--- src/cmc_pkg.sv ---
// Package with the shared types, constants and composition table of the mark composer.
package cmc_pkg;

    localparam int CP_W  = 21;
    localparam int OFF_W = 12;
    localparam int TDATA_W = 40;

    // Default depth of the result queue; at least two results must fit per item.
    localparam int OUT_DEPTH = 4;

    localparam logic [CP_W-1:0] MARK_FIRST = 21'h000300;
    localparam logic [CP_W-1:0] MARK_LAST  = 21'h00036F;

    // Combining marks as offsets from the start of the combining block.
    localparam logic [6:0] MK_GRAVE     = 7'h00;
    localparam logic [6:0] MK_ACUTE     = 7'h01;
    localparam logic [6:0] MK_CIRCUMFLX = 7'h02;
    localparam logic [6:0] MK_TILDE     = 7'h03;
    localparam logic [6:0] MK_BREVE     = 7'h06;
    localparam logic [6:0] MK_DIAERESIS = 7'h08;
    localparam logic [6:0] MK_HOOK      = 7'h09;
    localparam logic [6:0] MK_HORN      = 7'h1B;
    localparam logic [6:0] MK_DOT_BELOW = 7'h23;
    localparam logic [6:0] MK_CEDILLA   = 7'h27;

    typedef struct packed {
        logic [CP_W-1:0]  cp;
        logic [OFF_W-1:0] off;
        logic             last;
    } item_t;

    typedef struct packed {
        logic [1:0] count;
        item_t      first;
        item_t      second;
    } step_t;

    // Precomposed form of base followed by mark, or zero when the pair does not compose.
    function automatic logic [15:0] compose_lookup(input logic [8:0] base,
                                                   input logic [6:0] mark);
        logic [15:0] r;
        r = 16'h0000;
        unique case (mark)
            MK_GRAVE:
            begin
                unique case (base)
                    9'h041: r = 16'h00C0; 9'h045: r = 16'h00C8; 9'h049: r = 16'h00CC;
                    9'h04F: r = 16'h00D2; 9'h055: r = 16'h00D9; 9'h061: r = 16'h00E0;
                    9'h065: r = 16'h00E8; 9'h069: r = 16'h00EC; 9'h06F: r = 16'h00F2;
                    9'h075: r = 16'h00F9; 9'h0C2: r = 16'h1EA6; 9'h0E2: r = 16'h1EA7;
                    9'h0CA: r = 16'h1EC0; 9'h0EA: r = 16'h1EC1; 9'h0D4: r = 16'h1ED2;
                    9'h0F4: r = 16'h1ED3; 9'h102: r = 16'h1EB0; 9'h103: r = 16'h1EB1;
                    9'h1A0: r = 16'h1EDC; 9'h1A1: r = 16'h1EDD; 9'h1AF: r = 16'h1EEA;
                    9'h1B0: r = 16'h1EEB;
                    default: r = 16'h0000;
                endcase
            end
            MK_ACUTE:
            begin
                unique case (base)
                    9'h041: r = 16'h00C1; 9'h045: r = 16'h00C9; 9'h049: r = 16'h00CD;
                    9'h04F: r = 16'h00D3; 9'h055: r = 16'h00DA; 9'h059: r = 16'h00DD;
                    9'h061: r = 16'h00E1; 9'h065: r = 16'h00E9; 9'h069: r = 16'h00ED;
                    9'h06F: r = 16'h00F3; 9'h075: r = 16'h00FA; 9'h079: r = 16'h00FD;
                    9'h0C2: r = 16'h1EA4; 9'h0E2: r = 16'h1EA5; 9'h0CA: r = 16'h1EBE;
                    9'h0EA: r = 16'h1EBF; 9'h0D4: r = 16'h1ED0; 9'h0F4: r = 16'h1ED1;
                    9'h102: r = 16'h1EAE; 9'h103: r = 16'h1EAF; 9'h1A0: r = 16'h1EDA;
                    9'h1A1: r = 16'h1EDB; 9'h1AF: r = 16'h1EE8; 9'h1B0: r = 16'h1EE9;
                    default: r = 16'h0000;
                endcase
            end
            MK_CIRCUMFLX:
            begin
                unique case (base)
                    9'h041: r = 16'h00C2; 9'h045: r = 16'h00CA; 9'h049: r = 16'h00CE;
                    9'h04F: r = 16'h00D4; 9'h055: r = 16'h00DB; 9'h061: r = 16'h00E2;
                    9'h065: r = 16'h00EA; 9'h069: r = 16'h00EE; 9'h06F: r = 16'h00F4;
                    9'h075: r = 16'h00FB;
                    default: r = 16'h0000;
                endcase
            end
            MK_TILDE:
            begin
                unique case (base)
                    9'h041: r = 16'h00C3; 9'h04E: r = 16'h00D1; 9'h04F: r = 16'h00D5;
                    9'h061: r = 16'h00E3; 9'h06E: r = 16'h00F1; 9'h06F: r = 16'h00F5;
                    9'h0C2: r = 16'h1EAA; 9'h0E2: r = 16'h1EAB; 9'h0CA: r = 16'h1EC4;
                    9'h0EA: r = 16'h1EC5; 9'h0D4: r = 16'h1ED6; 9'h0F4: r = 16'h1ED7;
                    9'h102: r = 16'h1EB4; 9'h103: r = 16'h1EB5; 9'h1A0: r = 16'h1EE0;
                    9'h1A1: r = 16'h1EE1; 9'h1AF: r = 16'h1EEE; 9'h1B0: r = 16'h1EEF;
                    default: r = 16'h0000;
                endcase
            end
            MK_BREVE:
            begin
                unique case (base)
                    9'h041: r = 16'h0102; 9'h061: r = 16'h0103;
                    default: r = 16'h0000;
                endcase
            end
            MK_DIAERESIS:
            begin
                unique case (base)
                    9'h041: r = 16'h00C4; 9'h045: r = 16'h00CB; 9'h049: r = 16'h00CF;
                    9'h04F: r = 16'h00D6; 9'h055: r = 16'h00DC; 9'h061: r = 16'h00E4;
                    9'h065: r = 16'h00EB; 9'h069: r = 16'h00EF; 9'h06F: r = 16'h00F6;
                    9'h075: r = 16'h00FC; 9'h079: r = 16'h00FF;
                    default: r = 16'h0000;
                endcase
            end
            MK_HOOK:
            begin
                unique case (base)
                    9'h041: r = 16'h1EA2; 9'h061: r = 16'h1EA3; 9'h045: r = 16'h1EBA;
                    9'h065: r = 16'h1EBB; 9'h049: r = 16'h1EC8; 9'h069: r = 16'h1EC9;
                    9'h04F: r = 16'h1ECE; 9'h06F: r = 16'h1ECF; 9'h055: r = 16'h1EE6;
                    9'h075: r = 16'h1EE7; 9'h059: r = 16'h1EF6; 9'h079: r = 16'h1EF7;
                    9'h0C2: r = 16'h1EA8; 9'h0E2: r = 16'h1EA9; 9'h0CA: r = 16'h1EC2;
                    9'h0EA: r = 16'h1EC3; 9'h0D4: r = 16'h1ED4; 9'h0F4: r = 16'h1ED5;
                    9'h102: r = 16'h1EB2; 9'h103: r = 16'h1EB3; 9'h1A0: r = 16'h1EDE;
                    9'h1A1: r = 16'h1EDF; 9'h1AF: r = 16'h1EEC; 9'h1B0: r = 16'h1EED;
                    default: r = 16'h0000;
                endcase
            end
            MK_HORN:
            begin
                unique case (base)
                    9'h04F: r = 16'h01A0; 9'h06F: r = 16'h01A1; 9'h055: r = 16'h01AF;
                    9'h075: r = 16'h01B0;
                    default: r = 16'h0000;
                endcase
            end
            MK_DOT_BELOW:
            begin
                unique case (base)
                    9'h041: r = 16'h1EA0; 9'h061: r = 16'h1EA1; 9'h045: r = 16'h1EB8;
                    9'h065: r = 16'h1EB9; 9'h049: r = 16'h1ECA; 9'h069: r = 16'h1ECB;
                    9'h04F: r = 16'h1ECC; 9'h06F: r = 16'h1ECD; 9'h055: r = 16'h1EE4;
                    9'h075: r = 16'h1EE5; 9'h059: r = 16'h1EF4; 9'h079: r = 16'h1EF5;
                    9'h0C2: r = 16'h1EAC; 9'h0E2: r = 16'h1EAD; 9'h0CA: r = 16'h1EC6;
                    9'h0EA: r = 16'h1EC7; 9'h0D4: r = 16'h1ED8; 9'h0F4: r = 16'h1ED9;
                    9'h102: r = 16'h1EB6; 9'h103: r = 16'h1EB7; 9'h1A0: r = 16'h1EE2;
                    9'h1A1: r = 16'h1EE3; 9'h1AF: r = 16'h1EF0; 9'h1B0: r = 16'h1EF1;
                    default: r = 16'h0000;
                endcase
            end
            MK_CEDILLA:
            begin
                unique case (base)
                    9'h043: r = 16'h00C7; 9'h063: r = 16'h00E7;
                    default: r = 16'h0000;
                endcase
            end
            default: r = 16'h0000;
        endcase
        return r;
    endfunction

endpackage

--- src/combining_mark_composer_unit.sv ---
// Top level of the combining mark composer: input register, composition step and result queue.
//
// Input transfers on s_tvalid/s_tready carry one decoded code point with its byte
// offset; s_tlast marks the last code point of a word. A combining mark that
// follows a held code point is merged into it when a precomposed form exists, and
// such merges chain. Results leave on m_tvalid/m_tready, with m_tlast on the last
// code point of the word.
// One input transfer can be taken in every cycle while the queue has room. A transfer is
// registered, then composed against the held code point once the queue has room, and
// its results reach the queue at the end of that cycle. One input can release two
// results; the queue absorbs them while the output runs at one transfer per cycle.
// When the receiver stalls, the queue fills and s_tready falls once fewer than two
// free places remain; nothing is lost. Reset empties the queue and drops any held
// code point; the block is ready in the first cycle after reset.
module combining_mark_composer_unit #(
    parameter int OUT_DEPTH = cmc_pkg::OUT_DEPTH
) (
    input  logic                        clk,
    input  logic                        rst_n,
    input  logic                        s_tvalid,
    output logic                        s_tready,
    input  logic [cmc_pkg::TDATA_W-1:0] s_tdata,  // codepoint[20:0], byte_offset[32:21], zeros
    input  logic                        s_tlast,  // word_end
    output logic                        m_tvalid,
    input  logic                        m_tready,
    output logic [cmc_pkg::TDATA_W-1:0] m_tdata,  // out_codepoint[20:0], out_offset[32:21], zeros
    output logic                        m_tlast   // out_last
);
    import cmc_pkg::*;

    logic             s1_valid_reg;
    logic [CP_W-1:0]  s1_cp_reg;
    logic [OFF_W-1:0] s1_off_reg;
    logic             s1_end_reg;
    logic             room;
    logic             fire;
    item_t            s1_item;
    step_t            step;
    item_t            head;

    assign fire     = s1_valid_reg && room;
    assign s_tready = !s1_valid_reg || room;

    always_ff @(posedge clk or negedge rst_n)
    begin
        if (!rst_n)
        begin
            s1_valid_reg <= 1'b0;
        end
        else if (s_tready)
        begin
            s1_valid_reg <= s_tvalid;
        end
    end

    always_ff @(posedge clk)
    begin
        if (s_tvalid && s_tready)
        begin
            s1_cp_reg  <= s_tdata[CP_W-1:0];
            s1_off_reg <= s_tdata[CP_W+OFF_W-1:CP_W];
            s1_end_reg <= s_tlast;
        end
    end

    assign s1_item.cp   = s1_cp_reg;
    assign s1_item.off  = s1_off_reg;
    assign s1_item.last = s1_end_reg;

    cmc_compose u_compose (
        .clk   (clk),
        .rst_n (rst_n),
        .fire  (fire),
        .item  (s1_item),
        .step  (step)
    );

    cmc_out_fifo #(
        .DEPTH (OUT_DEPTH)
    ) u_out_fifo (
        .clk      (clk),
        .rst_n    (rst_n),
        .push     (fire),
        .step     (step),
        .room     (room),
        .m_tvalid (m_tvalid),
        .m_tready (m_tready),
        .head     (head)
    );

    assign m_tdata = {{(TDATA_W-CP_W-OFF_W){1'b0}}, head.off, head.cp};
    assign m_tlast = head.last;

endmodule

--- src/cmc_compose.sv ---
// Composition step: the held code point register and the logic that merges marks into it.
module cmc_compose (
    input  logic          clk,
    input  logic          rst_n,
    input  logic          fire,
    input  cmc_pkg::item_t item,
    output cmc_pkg::step_t step
);
    import cmc_pkg::*;

    logic             pend_valid_reg, pend_valid_next;
    logic [CP_W-1:0]  pend_cp_reg, pend_cp_next;
    logic [OFF_W-1:0] pend_off_reg, pend_off_next;

    logic        is_mark;
    logic [15:0] composed;
    logic        hit;
    logic        emit_held;
    item_t       held_item;
    item_t       final_item;

    assign is_mark = pend_valid_reg && (item.cp >= MARK_FIRST) && (item.cp <= MARK_LAST)
                     && (pend_cp_reg[CP_W-1:9] == '0);
    assign composed = compose_lookup(pend_cp_reg[8:0], item.cp[6:0]);
    assign hit = is_mark && (composed != 16'h0000);
    assign emit_held = pend_valid_reg && !hit;

    always_comb
    begin
        held_item.cp   = pend_cp_reg;
        held_item.off  = pend_off_reg;
        held_item.last = 1'b0;

        if (hit)
        begin
            final_item.cp  = {{(CP_W-16){1'b0}}, composed};
            final_item.off = pend_off_reg;
        end
        else
        begin
            final_item.cp  = item.cp;
            final_item.off = item.off;
        end
        final_item.last = 1'b1;

        step.count  = {1'b0, emit_held} + {1'b0, item.last};
        step.first  = emit_held ? held_item : final_item;
        step.second = final_item;

        pend_valid_next = !item.last;
        pend_cp_next    = item.last ? '0 : final_item.cp;
        pend_off_next   = item.last ? '0 : final_item.off;
    end

    always_ff @(posedge clk or negedge rst_n)
    begin
        if (!rst_n)
        begin
            pend_valid_reg <= 1'b0;
            pend_cp_reg    <= '0;
            pend_off_reg   <= '0;
        end
        else if (fire)
        begin
            pend_valid_reg <= pend_valid_next;
            pend_cp_reg    <= pend_cp_next;
            pend_off_reg   <= pend_off_next;
        end
    end

    // A word end always leaves nothing held.
    assert property (@(posedge clk) disable iff (!rst_n)
        fire && item.last |=> !pend_valid_reg)
        else $error("held code point survived the end of a word");

    // A composition keeps the offset of the base that began it.
    assert property (@(posedge clk) disable iff (!rst_n)
        fire && hit && !item.last |=> pend_valid_reg && $stable(pend_off_reg))
        else $error("composition changed the base offset");

endmodule

--- src/cmc_out_fifo.sv ---
// Result queue that takes up to two results per cycle and hands out one per transfer.
module cmc_out_fifo #(
    parameter int DEPTH = cmc_pkg::OUT_DEPTH
) (
    input  logic           clk,
    input  logic           rst_n,
    input  logic           push,
    input  cmc_pkg::step_t step,
    output logic           room,
    output logic           m_tvalid,
    input  logic           m_tready,
    output cmc_pkg::item_t head
);
    import cmc_pkg::*;

    localparam int PTR_W = (DEPTH > 1) ? $clog2(DEPTH) : 1;
    localparam int CNT_W = $clog2(DEPTH + 1);

    item_t            mem [DEPTH];
    logic [PTR_W-1:0] wr_ptr_reg, wr_ptr_next;
    logic [PTR_W-1:0] rd_ptr_reg, rd_ptr_next;
    logic [CNT_W-1:0] count_reg, count_next;
    logic [PTR_W-1:0] wr_ptr_1;
    logic [1:0]       n_push;
    logic             pop;

    function automatic logic [PTR_W-1:0] ptr_inc(input logic [PTR_W-1:0] p);
        return (p == PTR_W'(DEPTH - 1)) ? '0 : p + PTR_W'(1);
    endfunction

    assign n_push   = push ? step.count : 2'd0;
    assign pop      = m_tvalid && m_tready;
    assign m_tvalid = (count_reg != '0);
    assign head     = mem[rd_ptr_reg];
    assign room     = (count_reg <= CNT_W'(DEPTH - 2));
    assign wr_ptr_1 = ptr_inc(wr_ptr_reg);

    always_comb
    begin
        wr_ptr_next = wr_ptr_reg;
        case (n_push)
            2'd1:    wr_ptr_next = wr_ptr_1;
            2'd2:    wr_ptr_next = ptr_inc(wr_ptr_1);
            default: wr_ptr_next = wr_ptr_reg;
        endcase
        rd_ptr_next = pop ? ptr_inc(rd_ptr_reg) : rd_ptr_reg;
        count_next  = count_reg + CNT_W'(n_push) - CNT_W'(pop);
    end

    always_ff @(posedge clk or negedge rst_n)
    begin
        if (!rst_n)
        begin
            wr_ptr_reg <= '0;
            rd_ptr_reg <= '0;
            count_reg  <= '0;
        end
        else
        begin
            wr_ptr_reg <= wr_ptr_next;
            rd_ptr_reg <= rd_ptr_next;
            count_reg  <= count_next;
        end
    end

    always_ff @(posedge clk)
    begin
        if (n_push != 2'd0)
        begin
            mem[wr_ptr_reg] <= step.first;
        end
        if (n_push == 2'd2)
        begin
            mem[wr_ptr_1] <= step.second;
        end
    end

    assert property (@(posedge clk) disable iff (!rst_n)
        count_reg <= CNT_W'(DEPTH))
        else $error("result queue overflowed");

    assert property (@(posedge clk) disable iff (!rst_n)
        push |-> room)
        else $error("results pushed without room for two");

    assert property (@(posedge clk) disable iff (!rst_n)
        push && step.count != 2'd0 |=> m_tvalid)
        else $error("pushed result not offered");

endmodule
--- config.mk ---
export PLATFORM = sky130hd
export DESIGN_NAME = combining_mark_composer_unit
export DESIGN_NICKNAME = d
export VERILOG_FILES = /design/src/cmc_pkg.sv /design/src/combining_mark_composer_unit.sv /design/src/cmc_compose.sv /design/src/cmc_out_fifo.sv
export SDC_FILE = /design/constraint.sdc
export NUM_CORES = 1
export LEC_CHECK = 0
export BUFFER_PORTS_ARGS = -buffer_cell sky130_fd_sc_hd__clkbuf_2
export CORE_ASPECT_RATIO = 1.5
export CORE_MARGIN = 10
export CORE_UTILIZATION = 45
export CTS_CLUSTER_DIAMETER = 200
export DETAILED_ROUTE_END_ITERATION = 10
export PLACE_DENSITY_LB_ADDON = 0.08
export SLEW_MARGIN = 0
export SYNTH_ARGS = -nofsm -noshare
export SYNTH_HDL_FRONTEND = slang
export SYNTH_HIERARCHICAL = 1
export SYNTH_SLANG_ARGS = --single-unit
--- constraint.sdc ---
create_clock -name clk -period 6.1 [get_ports clk]
set_input_delay 1.22 -clock clk [delete_from_list [all_inputs] [get_ports clk]]
set_output_delay 1.22 -clock clk [all_outputs]
set_load 0.05 [all_outputs]
==> results of run 1 <==
## cell families (layout without fill, tap and decap cells)
kind of cell / count (synthesis) / in the layout / share of synthesized area, %
buffers and inverters: 112 / 182 / 5.34
xor gates and xnor gates: 6 / 6 / 0.427
AOI/OAI and AO/OA: 165 / 165 / 10.4
muxes: 208 / 208 / 22.2
DFF: 212 / 212 / 50.0
other: 2 / 8 / 0.0610
adders and majority gates: 12 / 12 / 1.28
and+or+nand+nor: 207 / 207 / 10.4
## where the power goes
part	leakage (uW)	switching, uW	internal, uW
Clock	0.000353	576	766
Combinational	0.00247	1950	1210
Sequential	0.00210	335	2130
## through the flow
| stage | hold WS (ps) | cells | instance area [sq um] | util (%) | total power, uW |
|---|---|---|---|---|---|
| 4_1_cts | 501 | 1342 | 13600 | 50.2 | 7030 |
| 3_5_place_dp | 490 | 1300 | 12900 | 47.5 | 5670 |
| 3_3_place_gp | 489 | 1300 | 12900 | 47.5 | 5640 |
| 2_1_floorplan | 468 | 930 | 12300 | - | 4840 |
| 6_report | 499 | 1342 | 13600 | 50.2 | 6960 |
| 5_1_grt | 513 | 1342 | 13600 | 50.2 | 7320 |
## synth_stat cells, drive strengths merged, types with 16 or more instances
master | n | share of area (%)
nand3 | 16 | 0.65
inv | 37 | 1.1
mux4 | 34 | 6.3
nand2 | 32 | 1.1
a21oi | 24 | 0.98
mux2 | 173 | 16
clkbuf | 23 | 0.70
nor2 | 40 | 1.3
edfxtp | 170 | 41
buf | 52 | 3.5
dfrtp | 42 | 8.5
o21ai | 26 | 1.1
## routing by layer
metal / track usage, % / share of wire, % / vias up
li1: - / - / 3726
met1: 23.1 / 37 / 4172
met2: 39.4 / 54 / 261
met3: 2.47 / 3.7 / 101
met4: 11.4 / 5.6 / 0
met5: 0 / 0 / -
## final cells by class
type / count / area share [%]
inverter: 37 / 1.02
clock buffer: 31 / 4.60
tap: 342 / 3.14
clock inverter: 11 / 0.680
timing repair buffer: 103 / 4.34
multi-input combinational: 606 / 41.0
sequential: 212 / 45.2
## critical path, stage by stage, from the launching register on
cell and delay, ps:
dfrtp_1 670, or3_1 530, a2111oi_4 590, a211oi_2 90, buf_4 200, nor4_4 320
o41a_1 310, nor2_4 100, ha_1 290, nand2_1 90, ha_1 360, o21ai_4 820
buf_4 350
## worst max path at each step
stage / cells after the start / slack [ps] / end / start
3_3_place_gp: 12 / 1140 / u_out_fifo/mem[3][22] / u_compose/pend_cp_reg[4]
3_5_place_dp: 12 / 1110 / u_out_fifo/mem[3][28] / u_compose/pend_cp_reg[4]
5_1_grt: 12 / 830 / u_out_fifo/mem[3][28] / u_compose/pend_cp_reg[4]
4_1_cts: 12 / 1080 / u_out_fifo/mem[3][28] / u_compose/pend_cp_reg[4]
6_report: 12 / 1040 / u_out_fifo/mem[3][28] / u_compose/pend_cp_reg[4]
2_1_floorplan: 12 / 530 / u_out_fifo/mem[0][0] / u_compose/pend_cp_reg[3]
==> results.md, run 1 <==
- Skew final: 16.9 ps
- Die area: 0.0345 sq mm
- Worst Path Required: 6310 ps
- Nets: 1040
- Crit path time final: 5060 ps
- Worst-Skew Late Latency: 520 ps
- Total number of vias: 8260
- Startpoint Class: flop
- Seq/Total Area, Yosys: 50.0%
- Yosys warns: 6
- Fmax: 0.198 GHz
- Routed len/inst: 28.0 um
- CTS tree: yes
- Clock Root Buffer: clkbuf_16
- Hold Violations, Final: 0
- Chip height: 223 um
- Slew HR: 33.1%
- Arr. time, crit path: 5270 ps
- Crit. End Element: flop
- Die width: 155 um
- Yosys reg bits: 212
- Remaining DRCs: 0
- # IOs: 88
- Critical path class: reg -> reg
- Fin crit share: 82.9%
- Via density: 6.15
- Pre-antenna DRT Iters: 5
- Initial Util: 45.4%
- Mapped Area: 0.0123 sq mm
- Share of cells above drive strength 1: 38.4%
- Worst reg2reg startpoint: u_compose/pend_cp_reg[4]
- Power Density: 511 mW/mm^2
- Initial antenna violation count: 0
- Status: completed
- Min-Delay Endpoint: u_out_fifo/count_reg[2]
- Num Clock Sinks: 212
- Hold crit path type: reg -> reg
- Maximum Capacitance Violations: 0
- H-tree depth: 1
- Deepest clock path buffer count: 3
- Area of the multi-input gates: 0.00558 sq mm
- Post_cts resized: 0
- Post-CTS setup buffer count: 0
- Total routed wirelength: 37600 um
- Actual slew at the worst max-slew pin: 1000 ps
- Hold path startpoint: u_out_fifo/count_reg[2]
- Max reg flops: 136
- Antenna-violating nets left: 0
- R2R setup slack: 1040 ps
- Leakage power: 0.00492 uW
- Sequential cell area: 0.00616 sq mm
- First-pass GRT wire length: 56100 um
- Vias in the first global route: 8863
- Post-CTS Hold Buffers: 0
- P&R area growth vs syn: 10.5%
- Post-synth EDFFs: 170
- # setup viols final: 0
- Cells after Synth: 924
- Reg clk slew, reported paths: 60 ps
- Hold Crit Depth: 1
- # diodes: 0
- Port bufs: 73
- Initial DRC count: 483
- GP Congestion: 0.986
- Reg-to-reg endpoint: u_out_fifo/mem[3][28]
- Dpl hpwl: 25600 um
- Largest net degree at the start of global routing: 43
- Mean area per synthesized cell: 13.3 sq um
- Final WS setup: 1040 ps
- Top FF cell, synth: edfxtp_1
- Setup TNS Final: 0 ps
- Commonest cells after routing, fill and taps aside: mux2_2 (172), edfxtp_1 (170), clkbuf_2 (73), dfrtp_1 (40), nor2_1 (38)
- Crit path max fanout: 24
- Gr usage total: 21.4%
- Grt total ovfl: 0
- Pre-CTS setup slack: 1110 ps
- Peak supply drop: 375 uV
- Fill cells: 2458
- Placement Rows: 74
- Unrepaired setup endpoints after global routing: false
- Max-slew violation count: 0
- CTS buffer count: 23
- Async SR Flop Fraction: 19.8%
- Reg2Reg Depth: 12
- Core area: 0.0271 sq mm
- Most common cell after layout, fill and taps aside: mux2_2
- Yosys cell types: 97
Power figures use the tool's default switching activity.
==> inputs of run 2 (changes only) <==
==> constraint.sdc (replaced) <==
create_clock -name clk -period 4.57 [get_ports clk]
set_input_delay 0.914 -clock clk [delete_from_list [all_inputs] [get_ports clk]]
set_output_delay 0.914 -clock clk [all_outputs]
set_load 0.05 [all_outputs]
==> results.md, run 2 (synthesis results as in run 1) <==
- Unrepaired setup endpoints after global routing: false
- Crit path depth: 12 (unchanged)
- # setup viols final: 0 (unchanged)
- Largest net degree at the start of global routing: 36 (-16%)
- Skew final: 11.6 ps (-5.28 ps)
- Routed len/inst: 28.7 um (+2.6%)
- Post_cts resized: 0 (unchanged)
- Nets: 1088 (+4.6%)
- Die area: 0.0345 sq mm (unchanged)
- Hold Violations, Final: 0 (unchanged)
- Total number of vias: 8387 (+1.5%)
- Startpoint Class: flop
- Worst-Skew Late Latency: 520 ps (about the same)
- Crit path time final: 4140 ps (-912 ps)
- Slowest-stage cell, CP: a2111oi_4
- Port bufs: 73 (unchanged)
- Worst Path Required: 4830 ps (-1480 ps)
- Grt total ovfl: 0 (unchanged)
- CP Cell Sequence: or3_1, a2111oi_4, a211oi_2, nor4_4, o41a_1, nor2_4, ha_1, nand2_1, ha_1, nand2_2, buf_4, mux2_2
- Num Clock Sinks: 212 (unchanged)
- DR top layer: met4
- Crit path max fanout: 8 (-67%)
- Critical path class: reg -> reg
- Gr usage total: 23.0% (+1.6 points)
- Post-Route M1 WL: 14200 um (+2.3%)
- Deepest clock path buffer count: 3 (unchanged)
- Via density: 6.03 (-2.0%)
- Peak supply drop: 593 uV (+58%)
- Die width: 155 um (unchanged)
- Reg2Reg Depth: 12 (unchanged)
- Status: completed
- P&R area growth vs syn: 15.2%
- Total routed wirelength: 40000 um (+6.4%)
- Fin area: 0.0142 sq mm (+4.2%)
- Initial DRC count: 524 (+8.5%)
- Arr. time, crit path: 4410 ps (-860 ps)
- Most common cell after layout, fill and taps aside: mux2_2
- Slowest stage delay, CP: 590 ps (-230 ps)
- Dpl hpwl: 29000 um (+13%)
- Final Core Density: 52.3% (+2.1 points)
- Vias in the first global route: 9034 (+1.9%)
- Remaining DRCs: 0 (unchanged)
- DP Area: 0.0134 sq mm (+4.1%)
- Met2 wire length: 22400 um (+11%)
- CTS buffer count: 23 (unchanged)
- Delay-heaviest family, CP: simple AND/OR/NAND/NOR gates
- Power Density: 677 mW/mm^2 (+32%)
- Most frequent CP cell: ha_1
- Initial antenna violation count: 1 (+1)
- # IOs: 88 (unchanged)
- Post-CTS Hold Buffers: 0 (unchanged)
- Commonest cells after routing, fill and taps aside: mux2_2 (172), edfxtp_1 (170), clkbuf_2 (73), buf_4 (64), dfrtp_1 (40)
- Chip height: 223 um (unchanged)
- Leakage power: 0.00524 uW (+6.4%)
- First-pass GRT wire length: 59300 um (+5.8%)
- Slew HR: 22.4% (-11 points)
- Hold Crit Depth: 1 (unchanged)
- Actual slew at the worst max-slew pin: 1160 ps (+163 ps)
- CTS tree: yes
- Pre-antenna DRT Iters: 5 (unchanged)
- H-tree depth: 1 (unchanged)
- Placement Rows: 74 (unchanged)
- Max-slew violation count: 0 (unchanged)
- Initial Util: 45.4% (unchanged)
- Hold crit path type: reg -> reg
- Crit. End Element: flop
- Reg clk slew, reported paths: 60 ps (about the same)
- Clock Root Buffer: clkbuf_16
- Core area: 0.0271 sq mm (unchanged)
- Post-CTS setup buffer count: 0 (unchanged)
- WL met3: 1160 um (-17%)
- Fmax: 0.241 GHz (+22%)
- Fin crit share: 90.7% (+7.8 points)
- GP Congestion: 0.972 (-1.4%)
- CP Buf/Inv Count: 1 (-1)
- Maximum Capacitance Violations: 0 (unchanged)
- Max reg flops: 136 (unchanged)
- Antenna-violating nets left: 0 (unchanged)
- Share of cells above drive strength 1: 41.1% (+2.7 points)
==> run 2: changes by cell type in the layout (fill, tap and decap cells not counted), sizes merged <==
cell / before / now
diode: 0 / 1
clkinvlp: 1 / 0
clkbuf: 104 / 103
bufinv: 1 / 3
buf: 30 / 78
clkinv: 8 / 7
inv: 38 / 39
==> run 2: layout make-up <==
cell class              count  area [sq um]
flip-flops and latches    212          6160
multi-input cells         606          5570
diodes                      1          2.50
fillers                  2384         12900
repair buffers            151          1130
well taps                 342           428
clock buffers              30           622
inverters                  37           139
clock inverters            12           140
==> run 2: power by group <==
part / total [uW] / internal [uW] / switching (uW)
registers: 3280 / 2840 / 441
logic: 4430 / 1760 / 2670
clock network: 1900 / 1130 / 764
total: 9600 / 5730 / 3870
==> run 2: worst paths after layout <==
check | slack, ps | from | endpoint
worst max-delay path | 430 | u_compose/pend_cp_reg[3] | u_out_fifo/mem[0][29]
worst min-delay path | 500 | u_out_fifo/count_reg[2] | u_out_fifo/count_reg[2]
worst max register to register | 430 | u_compose/pend_cp_reg[3] | u_out_fifo/mem[0][29]
worst min register to register | 500 | u_out_fifo/count_reg[2] | u_out_fifo/count_reg[2]
max in group asynchronous | 3290 | rst_n | u_compose/pend_cp_reg[4]
min in group asynchronous | 520 | rst_n | u_compose/pend_off_reg[4]
==> run 2: metrics by stage <==
stage	TNS [ps]	total power [uW]	hold slack, ps	worst slack, ps	std cells
2_1_floorplan	-12630	6450	468	-92.9	930
3_3_place_gp	0	7740	491	362	1348
4_1_cts	0	9700	498	406	1390
6_report	0	9600	495	425	1391
5_1_grt	0	10100	535	160	1391
3_5_place_dp	0	7780	486	424	1348
==> run 2: routing by layer <==
layer  GRT usage [%]  vias up
li1                -     3825
met1            23.8     4232
met2            43.4      230
met3            2.61      100
met4            12.4        0
met5               0        -
==> inputs of run 3 (changes only) <==
--- a/config.mk
+++ b/config.mk
@@ -6,7 +6,8 @@
 export NUM_CORES = 1
 export LEC_CHECK = 0
 export BUFFER_PORTS_ARGS = -buffer_cell sky130_fd_sc_hd__clkbuf_2
-export CORE_ASPECT_RATIO = 1.5
+export CAP_MARGIN = 20
+export CORE_ASPECT_RATIO = 2
 export CORE_MARGIN = 10
 export CORE_UTILIZATION = 45
 export CTS_CLUSTER_DIAMETER = 200
==> results.md, run 3 (synthesis results as in run 1) <==
- Status: completed
- Most common cell after layout, fill and taps aside: mux2_2
- Largest net degree at the start of global routing: 36 (unchanged)
- Arr. time, crit path: 4400 ps (about the same)
- GP Congestion: 1.01 (+4.1%)
- H-tree depth: 1 (unchanged)
- Die area: 0.0348 sq mm (+0.77%)
- Actual slew at the worst max-slew pin: 872 ps (-292 ps)
- Leakage power: 0.00526 uW (+0.47%)
- Post-CTS Hold Buffers: 0 (unchanged)
- Hold crit path type: in -> async
- Antenna-violating nets left: 0 (unchanged)
- Critical Path Source: u_compose/pend_cp_reg[1]
- Port bufs: 73 (unchanged)
- Max-slew violation count: 0 (unchanged)
- Fin crit share: 91.8% (+1.1 points)
- Share of cells above drive strength 1: 41.4% (+0.28 points)
- Remaining DRCs: 0 (unchanged)
- Die width: 137 um (-12%)
- Initial DRC count: 533 (+1.7%)
- Vias in the first global route: 8944 (-1.0%)
- First-pass GRT wire length: 59300 um (about the same)
- Core area: 0.0270 sq mm (-0.42%)
- Worst-Skew Late Latency: 520 ps (about the same)
- Critical path class: reg -> reg
- Pre-antenna DRT Iters: 5 (unchanged)
- Grt total ovfl: 0 (unchanged)
- Placement Rows: 85 (+15%)
- Commonest cells after routing, fill and taps aside: mux2_2 (172), edfxtp_1 (170), clkbuf_2 (73), buf_4 (70), dfrtp_1 (40)
- Unrepaired setup endpoints after global routing: false
- Placed cells: 1363 (+1.1%)
- Post_cts resized: 0 (unchanged)
- Chip height: 254 um (+14%)
- Max reg flops: 136 (unchanged)
- # IOs: 88 (unchanged)
- Via density: 6.07 (+0.64%)
- Crit. End Element: flop
- CTS buffer count: 21 (-8.7%)
- Fmax: 0.238 GHz (-1.2%)
- Deepest clock path buffer count: 3 (unchanged)
- Power Density: 673 mW/mm^2 (-0.53%)
- Startpoint Class: flop
- Num Clock Sinks: 212 (unchanged)
- Fill cells: 2414 (+1.3%)
- # diodes: 0 (-1)
- Worst Path Required: 4770 ps (-60 ps)
- Worst reg2reg startpoint: u_compose/pend_cp_reg[1]
- # setup viols final: 0 (unchanged)
- Hold Violations, Final: 0 (unchanged)
- Clock Root Buffer: clkbuf_16
- Total number of vias: 8501 (+1.4%)
- Skew final: 28.7 ps (+17.1 ps)
- Non-Filler Instances: 1401 (+0.72%)
- Routed len/inst: 28.5 um (-0.77%)
- Crit path time final: 4190 ps (+49.1 ps)
- Slew HR: 41.3% (+19 points)
- Total routed wirelength: 40000 um (about the same)
- Reg clk slew, reported paths: 70 ps (about the same)
- Final Core Density: 52.7% (+0.38 points)
- Post-CTS setup buffer count: 0 (unchanged)
- CTS tree: yes
- Peak supply drop: 542 uV (-8.5%)
- Crit path max fanout: 24 (+16)
- Dpl hpwl: 29500 um (+1.8%)
- Nets: 1095 (+0.64%)
- Initial antenna violation count: 0 (-1)
- Initial Util: 45.6% (+0.19 points)
- P&R area growth vs syn: 15.5%
- Gr usage total: 23.1% (+0.18 points)
- Maximum Capacitance Violations: 0 (unchanged)
==> run 3: cell count changes in the layout (fill, tap and decap cells not counted) <==
cell and delta:
diode_2 -1, clkbuf_8 -1, clkbuf_1 -2, buf_12 +3, buf_4 +6, clkinv_2 -1, clkbuf_16 -2, clkinv_1 +2
==> run 3: cell type report <==
type / instances / area, sq um / share of cell area, %
flip-flops and latches: 212 / 6160 / 43.3
clock inverters: 13 / 143 / 1.00
inverters: 37 / 139 / 0.976
multi-input cells: 606 / 5570 / 39.2
clock buffers: 25 / 551 / 3.87
repair buffers: 160 / 1230 / 8.65
well taps: 348 / 435 / 3.06
==> run 3: path summary, 6_finish.rpt <==
| check | end | depth (start not counted) | slack, ps |
|---|---|---|---|
| setup / recovery | u_out_fifo/mem[1][5] | 13 | 380 |
| hold / removal | u_compose/pend_off_reg[7] | 1 | 290 |
| min in group clk | u_out_fifo/count_reg[2] | 1 | 510 |
| hold reg to reg | u_out_fifo/count_reg[2] | 1 | 510 |
| max in group asynchronous | u_compose/pend_cp_reg[16] | 2 | 3490 |
| setup reg to reg | u_out_fifo/mem[1][5] | 13 | 380 |
==> run 3: per-stage QoR <==
stage / TNS (ps) / instance area (sq um) / power (uW) / setup WS [ps] / hold WS (ps)
after floorplan: -12630 / 12300 / 6450 / -92.9 / 468
after global placement: 0 / 13500 / 7820 / 428 / 505
after detailed placement: 0 / 13500 / 7870 / 441 / 502
after CTS: 0 / 14200 / 9660 / 414 / 294
after global routing: 0 / 14200 / 10100 / 209 / 307
final: 0 / 14200 / 9580 / 376 / 289
==> run 3: per-layer routing <==
layer	share of wire (%)	GRT usage, %	vias to the layer above
li1	-	-	3835
met1	34	23.6	4312
met2	57	44.2	252
met3	3.4	2.43	102
met4	5.6	12.2	0
met5	0	0	-
==> run 3: power breakdown <==
group / internal, uW / switching, uW
clock network: 1030 / 755
registers: 2840 / 410
logic: 1810 / 2730
total: 5680 / 3900
==> run 3: critical path: stages, from the launching register on <==
cell,delay (ps)
dfrtp_1,460
or4bb_1,720
a2bb2oi_2,250
o211a_2,210
a221oi_2,380
o41a_1,290
nor2_4,40
ha_1,270
nand2_1,190
ha_1,370
nand2_2,140
buf_12,210
o21ai_4,120
buf_12,190
